===== src/hdl/olst_pkg.sv =====
// shared types and constants for the ordered list store
package olst_pkg;

    localparam int LIST_DEPTH = 16;
    localparam int CNT_W      = $clog2(LIST_DEPTH + 1);
    localparam int VAL_W      = 32;
    localparam int POS_W      = 4;
    localparam int LEN_W      = 5;
    localparam int STS_W      = 3;
    localparam int CMP_W      = (CNT_W > POS_W) ? CNT_W : POS_W;

    typedef enum logic [1:0] {
        REQ_APPEND     = 2'd0,
        REQ_FRONT      = 2'd1,
        REQ_REMOVE_POS = 2'd2,
        REQ_REMOVE_VAL = 2'd3
    } t_req_kind;

    typedef enum logic [STS_W-1:0] {
        ST_DONE    = 3'd0,
        ST_FULL    = 3'd1,
        ST_RANGE   = 3'd2,
        ST_MISSING = 3'd3,
        ST_EMPTY   = 3'd4
    } t_status;

    typedef enum logic {
        FSM_IDLE = 1'b0,
        FSM_EXEC = 1'b1
    } t_fsm;

    typedef struct packed {
        logic      cap;
        logic      commit;
        t_req_kind kind;
    } t_cell_ctl;

endpackage


===== src/hdl/olst_req_if.sv =====
// request and response channel interfaces
interface olst_req_if;
    logic                              valid;
    logic                              ready;
    logic [1:0]                        req_type;
    logic signed [olst_pkg::VAL_W-1:0] item_value;
    logic [olst_pkg::POS_W-1:0]        item_position;

    modport source (output valid, req_type, item_value, item_position, input ready);
    modport sink   (input valid, req_type, item_value, item_position, output ready);
endinterface

interface olst_rsp_if;
    logic                       valid;
    logic                       ready;
    logic [olst_pkg::STS_W-1:0] status;
    logic [olst_pkg::LEN_W-1:0] list_length;

    modport source (output valid, status, list_length, input ready);
    modport sink   (input valid, status, list_length, output ready);
endinterface


===== src/hdl/ordered_list_store.sv =====
// top level of the ordered list store
//
//  channel  | dir | handshake     | payload
//  i_req    | in  | valid / ready | req_type, item_value, item_position
//  o_rsp    | out | valid / ready | status, list_length
//
// each request has a transfer cycle, where every cell compares its value with
// item_value, then an execute state that resolves the first match along the
// cell chain and shifts the cells, or writes the tail cell, all at once.
// reset empties the list at once; stored values are not cleared.
// a request is taken while an earlier response still waits; its execute cycle
// then holds until the response register is free.
module ordered_list_store (
    input  logic       i_clk,
    input  logic       i_rst_n,
    olst_req_if.sink   i_req,
    olst_rsp_if.source o_rsp
);
    localparam int D = olst_pkg::LIST_DEPTH;

    olst_pkg::t_fsm      r_state;
    olst_pkg::t_fsm      n_state;
    olst_pkg::t_req_kind r_kind;
    logic signed [olst_pkg::VAL_W-1:0] r_val;
    logic [olst_pkg::POS_W-1:0]        r_pos;
    logic [olst_pkg::CNT_W-1:0]        r_count;
    logic [olst_pkg::CNT_W-1:0]        n_count;
    logic                              r_out_valid;
    olst_pkg::t_status                 r_status;
    logic [olst_pkg::LEN_W-1:0]        r_len;

    logic              w_take;
    logic              w_go;
    logic              w_full;
    logic              w_empty;
    olst_pkg::t_status w_status;
    olst_pkg::t_cell_ctl w_ctl;

    logic signed [olst_pkg::VAL_W-1:0] w_val [D];
    logic                              w_seen [D+1];

    assign w_take  = i_req.valid && i_req.ready;
    assign w_full  = r_count >= olst_pkg::CNT_W'(D);
    assign w_empty = r_count == '0;

    // next state
    always_comb begin
        n_state = r_state;
        case (r_state)
            olst_pkg::FSM_IDLE: begin
                if (w_take) n_state = olst_pkg::FSM_EXEC;
            end
            olst_pkg::FSM_EXEC: begin
                if (w_go) n_state = olst_pkg::FSM_IDLE;
            end
            default: begin
                n_state = olst_pkg::FSM_IDLE;
            end
        endcase
    end

    // state outputs
    always_comb begin
        i_req.ready = 1'b0;
        w_go        = 1'b0;
        case (r_state)
            olst_pkg::FSM_IDLE: begin
                i_req.ready = 1'b1;
            end
            olst_pkg::FSM_EXEC: begin
                w_go = !r_out_valid || o_rsp.ready;
            end
            default: begin
                i_req.ready = 1'b0;
            end
        endcase
    end

    always_comb begin
        w_status = olst_pkg::ST_DONE;
        case (r_kind)
            olst_pkg::REQ_APPEND, olst_pkg::REQ_FRONT: begin
                if (w_full) w_status = olst_pkg::ST_FULL;
            end
            olst_pkg::REQ_REMOVE_POS: begin
                if (w_empty) begin
                    w_status = olst_pkg::ST_EMPTY;
                end else if (olst_pkg::CMP_W'(r_pos) >= olst_pkg::CMP_W'(r_count)) begin
                    w_status = olst_pkg::ST_RANGE;
                end
            end
            olst_pkg::REQ_REMOVE_VAL: begin
                if (w_empty) begin
                    w_status = olst_pkg::ST_EMPTY;
                end else if (!w_seen[D]) begin
                    w_status = olst_pkg::ST_MISSING;
                end
            end
            default: begin
                w_status = olst_pkg::ST_DONE;
            end
        endcase
    end

    always_comb begin
        n_count = r_count;
        if (w_go && w_status == olst_pkg::ST_DONE) begin
            if (r_kind == olst_pkg::REQ_APPEND || r_kind == olst_pkg::REQ_FRONT) begin
                n_count = r_count + 1'b1;
            end else begin
                n_count = r_count - 1'b1;
            end
        end
    end

    assign w_ctl.cap    = w_take;
    assign w_ctl.commit = w_go && (w_status == olst_pkg::ST_DONE);
    assign w_ctl.kind   = r_kind;
    assign w_seen[0]    = 1'b0;

    for (genvar i = 0; i < D; i++) begin : g_cell
        olst_cell u_cell (
            .i_clk        (i_clk),
            .i_rst_n      (i_rst_n),
            .i_ctl        (w_ctl),
            .i_live       (olst_pkg::CNT_W'(i) < r_count),
            .i_at_or_past (olst_pkg::CMP_W'(i) >= olst_pkg::CMP_W'(r_pos)),
            .i_is_tail    (olst_pkg::CNT_W'(i) == r_count),
            .i_seen       (w_seen[i]),
            .i_key_in     (i_req.item_value),
            .i_key        (r_val),
            .i_left       ((i == 0) ? r_val : w_val[(i == 0) ? 0 : i-1]),
            .i_right      (w_val[(i == D-1) ? i : i+1]),
            .o_value      (w_val[i]),
            .o_seen       (w_seen[i+1])
        );
    end

    always_ff @(posedge i_clk) begin
        if (!i_rst_n) begin
            r_state     <= olst_pkg::FSM_IDLE;
            r_count     <= '0;
            r_out_valid <= 1'b0;
        end else begin
            r_state <= n_state;
            r_count <= n_count;
            if (w_go) begin
                r_out_valid <= 1'b1;
            end else if (o_rsp.ready) begin
                r_out_valid <= 1'b0;
            end
        end
    end

    always_ff @(posedge i_clk) begin
        if (w_take) begin
            r_kind <= olst_pkg::t_req_kind'(i_req.req_type);
            r_val  <= i_req.item_value;
            r_pos  <= i_req.item_position;
        end
        if (w_go) begin
            r_status <= w_status;
            r_len    <= olst_pkg::LEN_W'(n_count);
        end
    end

    assign o_rsp.valid       = r_out_valid;
    assign o_rsp.status      = r_status;
    assign o_rsp.list_length = r_len;

`ifndef NO_ASSERTIONS
    a_count_bound: assert property (@(posedge i_clk) disable iff (!i_rst_n)
        r_count <= olst_pkg::CNT_W'(D))
        else $error("entry count beyond list depth");

    a_count_step: assert property (@(posedge i_clk) disable iff (!i_rst_n)
        r_state == olst_pkg::FSM_IDLE |=> $stable(r_count))
        else $error("entry count moved without a request");

    a_exec_result: assert property (@(posedge i_clk) disable iff (!i_rst_n)
        w_go |=> o_rsp.valid && r_state == olst_pkg::FSM_IDLE)
        else $error("executed request left no response");

    a_no_take_in_exec: assert property (@(posedge i_clk) disable iff (!i_rst_n)
        r_state == olst_pkg::FSM_EXEC |-> !w_take)
        else $error("transfer taken during execute");
`endif
endmodule


===== src/hdl/olst_cell.sv =====
// one list slot: holds a value, compares it and shifts with its neighbors
module olst_cell (
    input  logic                              i_clk,
    input  logic                              i_rst_n,
    input  olst_pkg::t_cell_ctl               i_ctl,
    input  logic                              i_live,
    input  logic                              i_at_or_past,
    input  logic                              i_is_tail,
    input  logic                              i_seen,
    input  logic signed [olst_pkg::VAL_W-1:0] i_key_in,
    input  logic signed [olst_pkg::VAL_W-1:0] i_key,
    input  logic signed [olst_pkg::VAL_W-1:0] i_left,
    input  logic signed [olst_pkg::VAL_W-1:0] i_right,
    output logic signed [olst_pkg::VAL_W-1:0] o_value,
    output logic                              o_seen
);
    logic signed [olst_pkg::VAL_W-1:0] r_value;
    logic signed [olst_pkg::VAL_W-1:0] n_value;
    logic                              r_match;
    logic                              w_region;

    always_ff @(posedge i_clk) begin
        if (!i_rst_n) begin
            r_match <= 1'b0;
        end else if (i_ctl.cap) begin
            r_match <= i_live && (r_value == i_key_in);
        end
    end

    // removal window: from the target slot, or the first matching slot, to the back
    always_comb begin
        if (i_ctl.kind == olst_pkg::REQ_REMOVE_POS) begin
            w_region = i_at_or_past;
        end else begin
            w_region = i_seen | r_match;
        end
    end

    always_comb begin
        n_value = r_value;
        if (i_ctl.commit) begin
            case (i_ctl.kind)
                olst_pkg::REQ_APPEND: begin
                    if (i_is_tail) n_value = i_key;
                end
                olst_pkg::REQ_FRONT: begin
                    n_value = i_left;
                end
                olst_pkg::REQ_REMOVE_POS, olst_pkg::REQ_REMOVE_VAL: begin
                    if (w_region) n_value = i_right;
                end
                default: begin
                    n_value = r_value;
                end
            endcase
        end
    end

    always_ff @(posedge i_clk) begin
        r_value <= n_value;
    end

    assign o_value = r_value;
    assign o_seen  = i_seen | r_match;
endmodule

===== src/flat_wrapper.sv =====
// flat-port wrapper written by rule: the top's interface ports become plain ports
module ordered_list_store_flat 
  (i_clk, i_rst_n, i_req_valid, i_req_req_type, i_req_item_value, i_req_item_position, i_req_ready, o_rsp_valid, o_rsp_status, o_rsp_list_length, o_rsp_ready);
  olst_req_if i_req_i ();
  olst_rsp_if o_rsp_i ();
  input  logic i_clk;
  input  logic i_rst_n;
  input wire logic [$bits(i_req_i.valid)-1:0] i_req_valid;
  input wire logic [$bits(i_req_i.req_type)-1:0] i_req_req_type;
  input wire logic [$bits(i_req_i.item_value)-1:0] i_req_item_value;
  input wire logic [$bits(i_req_i.item_position)-1:0] i_req_item_position;
  output wire logic [$bits(i_req_i.ready)-1:0] i_req_ready;
  output wire logic [$bits(o_rsp_i.valid)-1:0] o_rsp_valid;
  output wire logic [$bits(o_rsp_i.status)-1:0] o_rsp_status;
  output wire logic [$bits(o_rsp_i.list_length)-1:0] o_rsp_list_length;
  input wire logic [$bits(o_rsp_i.ready)-1:0] o_rsp_ready;
  assign i_req_i.valid = i_req_valid;
  assign i_req_i.req_type = i_req_req_type;
  assign i_req_i.item_value = i_req_item_value;
  assign i_req_i.item_position = i_req_item_position;
  assign i_req_ready = i_req_i.ready;
  assign o_rsp_valid = o_rsp_i.valid;
  assign o_rsp_status = o_rsp_i.status;
  assign o_rsp_list_length = o_rsp_i.list_length;
  assign o_rsp_i.ready = o_rsp_ready;
  ordered_list_store u_core (.i_clk(i_clk), .i_rst_n(i_rst_n), .i_req(i_req_i), .o_rsp(o_rsp_i));
endmodule

===== config.mk =====
export PLATFORM = sky130hd
export DESIGN_NAME = ordered_list_store_flat
export DESIGN_NICKNAME = d
export VERILOG_FILES = /design/src/hdl/olst_pkg.sv /design/src/hdl/olst_req_if.sv /design/src/hdl/ordered_list_store.sv /design/src/hdl/olst_cell.sv /design/src/flat_wrapper.sv
export SDC_FILE = /design/constraint.sdc
export NUM_CORES = 1
export LEC_CHECK = 0
export BUFFER_PORTS_ARGS = -buffer_cell sky130_fd_sc_hd__buf_2
export CAP_MARGIN = 15
export CELL_PAD_IN_SITES_DETAIL_PLACEMENT = 1
export CELL_PAD_IN_SITES_GLOBAL_PLACEMENT = 1
export CORE_ASPECT_RATIO = 1.5
export CORE_MARGIN = 10
export CORE_UTILIZATION = 38
export CTS_CLUSTER_DIAMETER = 150
export DETAILED_ROUTE_END_ITERATION = 8
export PLACE_DENSITY_LB_ADDON = 0.1
export RECOVER_POWER = 100
export SYNTH_ARGS = -nofsm -noshare
export SYNTH_HDL_FRONTEND = slang
export SYNTH_SLANG_ARGS = --single-unit

===== constraint.sdc =====
create_clock -name i_clk -period 7.76 [get_ports i_clk]
set_clock_uncertainty 0.2 [all_clocks]
set_input_delay 0.388 -clock i_clk [delete_from_list [all_inputs] [get_ports i_clk]]
set_output_delay 0.388 -clock i_clk [all_outputs]
set_load 0.03 [all_outputs]

==> qor.log <==
INFO  outcome        status=complete, but fails checks
INFO  outcome        failing_checks=max-capacitance violations, max-slew violations
INFO  yosys          synth-xor-area-share=14.0%
INFO  yosys          synth.ff_latch_count=581
INFO  floorplan      initial_core_utilization=38.4%
INFO  sta            finalSetupTns=0ps
INFO  drt            via_count=25800
INFO  sta            period_utilization_post_route=77.7%
INFO  power_and_ir_drop power_density=232nW/um^2
INFO  run            maxCapViolCount=18
INFO  sta            fin_worst_hold_slack=264ps
INFO  yosys          number_of_enable_flip_flop_cells_after_synthesis=558
INFO  global_routing antenna_violations_before_repair=15
INFO  yosys          yosysSeqAreaShare=53.5%
INFO  drt            remaining_drc_errors=0
INFO  finish         area_growth=9.72%
INFO  yosys          synth.top_cells.by_count=edfxtp_1 (558), nand2_1 (487), o21ai_0 (463), a21oi_1 (456), xnor2_1 (292)
INFO  finish         layout.filler_cells=9306
INFO  yosys          yosysMostFrequentCell=edfxtp_1
INFO  yosys          most_used_dff_post_synth=edfxtp_1
INFO  finish         multiInputGateArea=13900squm
INFO  yosys          synthDominantCellAreaShare=52.0%
INFO  yosys          synth.area.top_cells=edfxtp_1 (52%), xnor2_1 (7.9%), o21ai_0 (7.2%)
INFO  cts            h_tree_depth=3
INFO  cts            number_of_buffers_between_clock_root_and_the_deepest_sink=3
INFO  finish         sequential_cell_area=17200squm
INFO  sta            max-slew-margin-rel=-159%
INFO  setup_path     critPathCaptureType=flop
INFO  drt            drt-vias-per-instance=6.04
INFO  setup_path     rr_worst_depth=4
INFO  yosys          synth_nets=3239
INFO  floorplan      ios=52
INFO  power_and_ir_drop cellLeakagePower=11.3nW
INFO  yosys          syn_inst=3188
INFO  yosys          synth-warning-count=0
INFO  cts            cts-buffers-inserted=66
INFO  place          place_congestion=0.984
INFO  drt            postRouteWirelength=148mm
INFO  cts            tritoncts_clock_tree=yes
INFO  global_routing number_of_global_route_vias_before_repair=25400
INFO  floorplan      die-area=97000squm
INFO  cts            clock_sinks=581
INFO  place          port_buffers=51
INFO  yosys          synth_adder_area_share=0.350%
INFO  global_routing grt_first_pass_wirelength=204mm
INFO  cts            worst_skew_pair_later_pin_latency=640ps
INFO  yosys          post_synth_mux_area_share=2.38%
INFO  worst_hold_path timing.hold.worst.class=flop to flop
INFO  sta            report.final.slew_viol_count=623
INFO  yosys          synth_simple_gate_area_share=10.9%
INFO  cts            clock_tree.root_cell=clkbuf_16
INFO  setup_path     worst-endpoint-required=7950ps
INFO  floorplan      coreArea=83900squm
INFO  setup_path     crit_fanout=230
INFO  sta            setup_repair_after_global_routing_missed_its_margin=no
INFO  finish         nNetsFinal=3142
INFO  yosys          synth_async_sr_flop_share=0%
INFO  power_and_ir_drop worst_ir_drop_vdd=149uV
INFO  yosys          post_synth_instance_area=32200squm
INFO  yosys          synth_cell_types=56
INFO  drt            dr.first_iter.drc_count=2827
INFO  worst_hold_path hold_path_depth=2
INFO  setup_path     start_kind=flop
INFO  sta            report.final.setup_viol=0
INFO  yosys          synth_top_family_by_area=compound AO/OA/AOI/OAI gates
INFO  cts            cts.clk_slew.worst_paths=60ps
INFO  setup_path     arrival=6210ps
INFO  drt            detailed_route_wire_length_per_cell=34.5microns
INFO  global_routing grt_max_degree=231
INFO  sta            finalHoldViolCount=0
INFO  setup_path     class_of_the_most_critical_setup_path=flop to flop
INFO  global_routing grt_use_total=29.6%
INFO  drt            antenna_violating_nets_post_route=0
INFO  floorplan      die_width=258microns
INFO  yosys          synth_compound_gate_area_share=15.6%
INFO  yosys          synthDominantAreaCellType=edfxtp_1
INFO  floorplan      rows=130
INFO  cts            cts_post_setup_buffers_inserted=0
INFO  place          dp_hpwl=107mm
INFO  sta            fmax=166MHz
INFO  global_routing grt.overflow.total=0
INFO  power_and_ir_drop finalPower=0.00819W
INFO  sta            period_needed=6030ps
INFO  drt            drtPass1Iterations=5
INFO  floorplan      dieHeight=377microns
INFO  sta            tightest_slew=3890ps
INFO  yosys          avgSynthCellArea=10.1squm
INFO  finish         drive_above_1_share=6.94%
[cell usage in the layout, fill, tap and decap left out, types with 8 or more instances in the layout]
| cell | Yosys | final |
|---|---|---|
| nand2_1 | 487 | 487 |
| nand4_1 | 88 | 88 |
| xor2_1 | 221 | 221 |
| nor2b_1 | 39 | 37 |
| ha_1 | 9 | 9 |
| buf_4 | 0 | 35 |
| inv_1 | 12 | 12 |
| clkinv_1 | 0 | 12 |
| clkbuf_1 | 243 | 70 |
| dlygate4sd3_1 | 0 | 11 |
| nand3_1 | 13 | 13 |
| nor2_1 | 15 | 14 |
| clkbuf_16 | 0 | 66 |
| dfxtp_1 | 23 | 23 |
| o21ai_0 | 463 | 463 |
| nor3_1 | 23 | 20 |
| xnor2_1 | 292 | 292 |
| mux2_2 | 64 | 64 |
| nor4_1 | 71 | 69 |
| diode_2 | 0 | 8 |
| a21oi_1 | 456 | 456 |
| clkinv_2 | 0 | 8 |
| edfxtp_1 | 558 | 558 |
[worst max-delay path, stage by stage (launching register included)]
cell	delay, ps
edfxtp_1	510
clkbuf_2	2560
buf_12	560
buf_4	860
mux2_2	410
[layout make-up]
cell class / count / area share, %
sequential: 581 / 48.7
multi-input combinational: 2319 / 39.5
clock buffer: 87 / 4.98
tap: 1122 / 3.97
timing repair buffer: 111 / 1.89
clock inverter: 31 / 0.775
inverter: 12 / 0.127
antenna: 8 / 0.0567
[report_power, final]
group | switching, W | total [W] | internal (W)
registers | 0.000150 | 0.00380 | 0.00365
logic | 0.000901 | 0.00125 | 0.000345
clock network | 0.00141 | 0.00315 | 0.00174
total | 0.00246 | 0.00819 | 0.00573
[metrics by stage]
stage	setup slack [ps]	util [%]	cells	area, sq um
after CTS	3160	42.3	4256	35500
after floorplan	2480	-	3188	32200
final	1730	42.1	4271	35300
after global routing	1460	42.1	4265	35300
after global placement	3210	39.7	4126	33400
after detailed placement	3190	39.7	4127	33400
[registers in the layout (all words and copies together) (netlist names), 2 cells and up]
name / flops
u_core.g_cell.u_cell.o_value: 512
u_core.r_count: 5
u_core.g_cell.u_cell.r_match: 16
u_core.r_kind: 2
u_core.r_val: 32
u_core.o_rsp.status: 3
u_core.o_rsp.list_length: 5
u_core.r_pos: 4
[kinds of logic (layout without fill, tap and decap cells)]
kind of cell | count (synthesis) | after routing
multiplexers | 68 | 68
buffers and inverters | 288 | 241
XOR/XNOR | 513 | 513
AND/OR/NAND/NOR | 763 | 763
flip-flops | 581 | 581
AO/OA/AOI/OAI | 966 | 966
adder cells (fa/ha/maj) | 9 | 9
other | 0 | 8
[per-layer routing]
layer,global-route usage (%),routed length [microns],vias up
met2,48.6,70300,1010
li1,-,-,11200
met5,0,27,-
met1,36.2,56900,13300
met3,4.32,9550,286
met4,18.7,10800,4
[worst paths after layout]
path	start	end	slack, ps
max	u_core.r_kind[1]$_DFFE_PP_	u_core.g_cell[0].u_cell.o_value[19]$_DFFE_PP_	1730
min	u_core.g_cell[1].u_cell.r_match$_SDFFE_PN0P_	u_core.g_cell[1].u_cell.r_match$_SDFFE_PN0P_	260
max reg2reg	u_core.r_kind[1]$_DFFE_PP_	u_core.g_cell[0].u_cell.o_value[19]$_DFFE_PP_	1730
min reg2reg	u_core.g_cell[1].u_cell.r_match$_SDFFE_PN0P_	u_core.g_cell[1].u_cell.r_match$_SDFFE_PN0P_	260
[timing repair]
action,4_1_cts,5_1_grt
gates resized for setup,0,0
hold buffers,11,0
endpoints found under the hold margin,13,0
No activity file was read; power rests on OpenSTA's default activity.
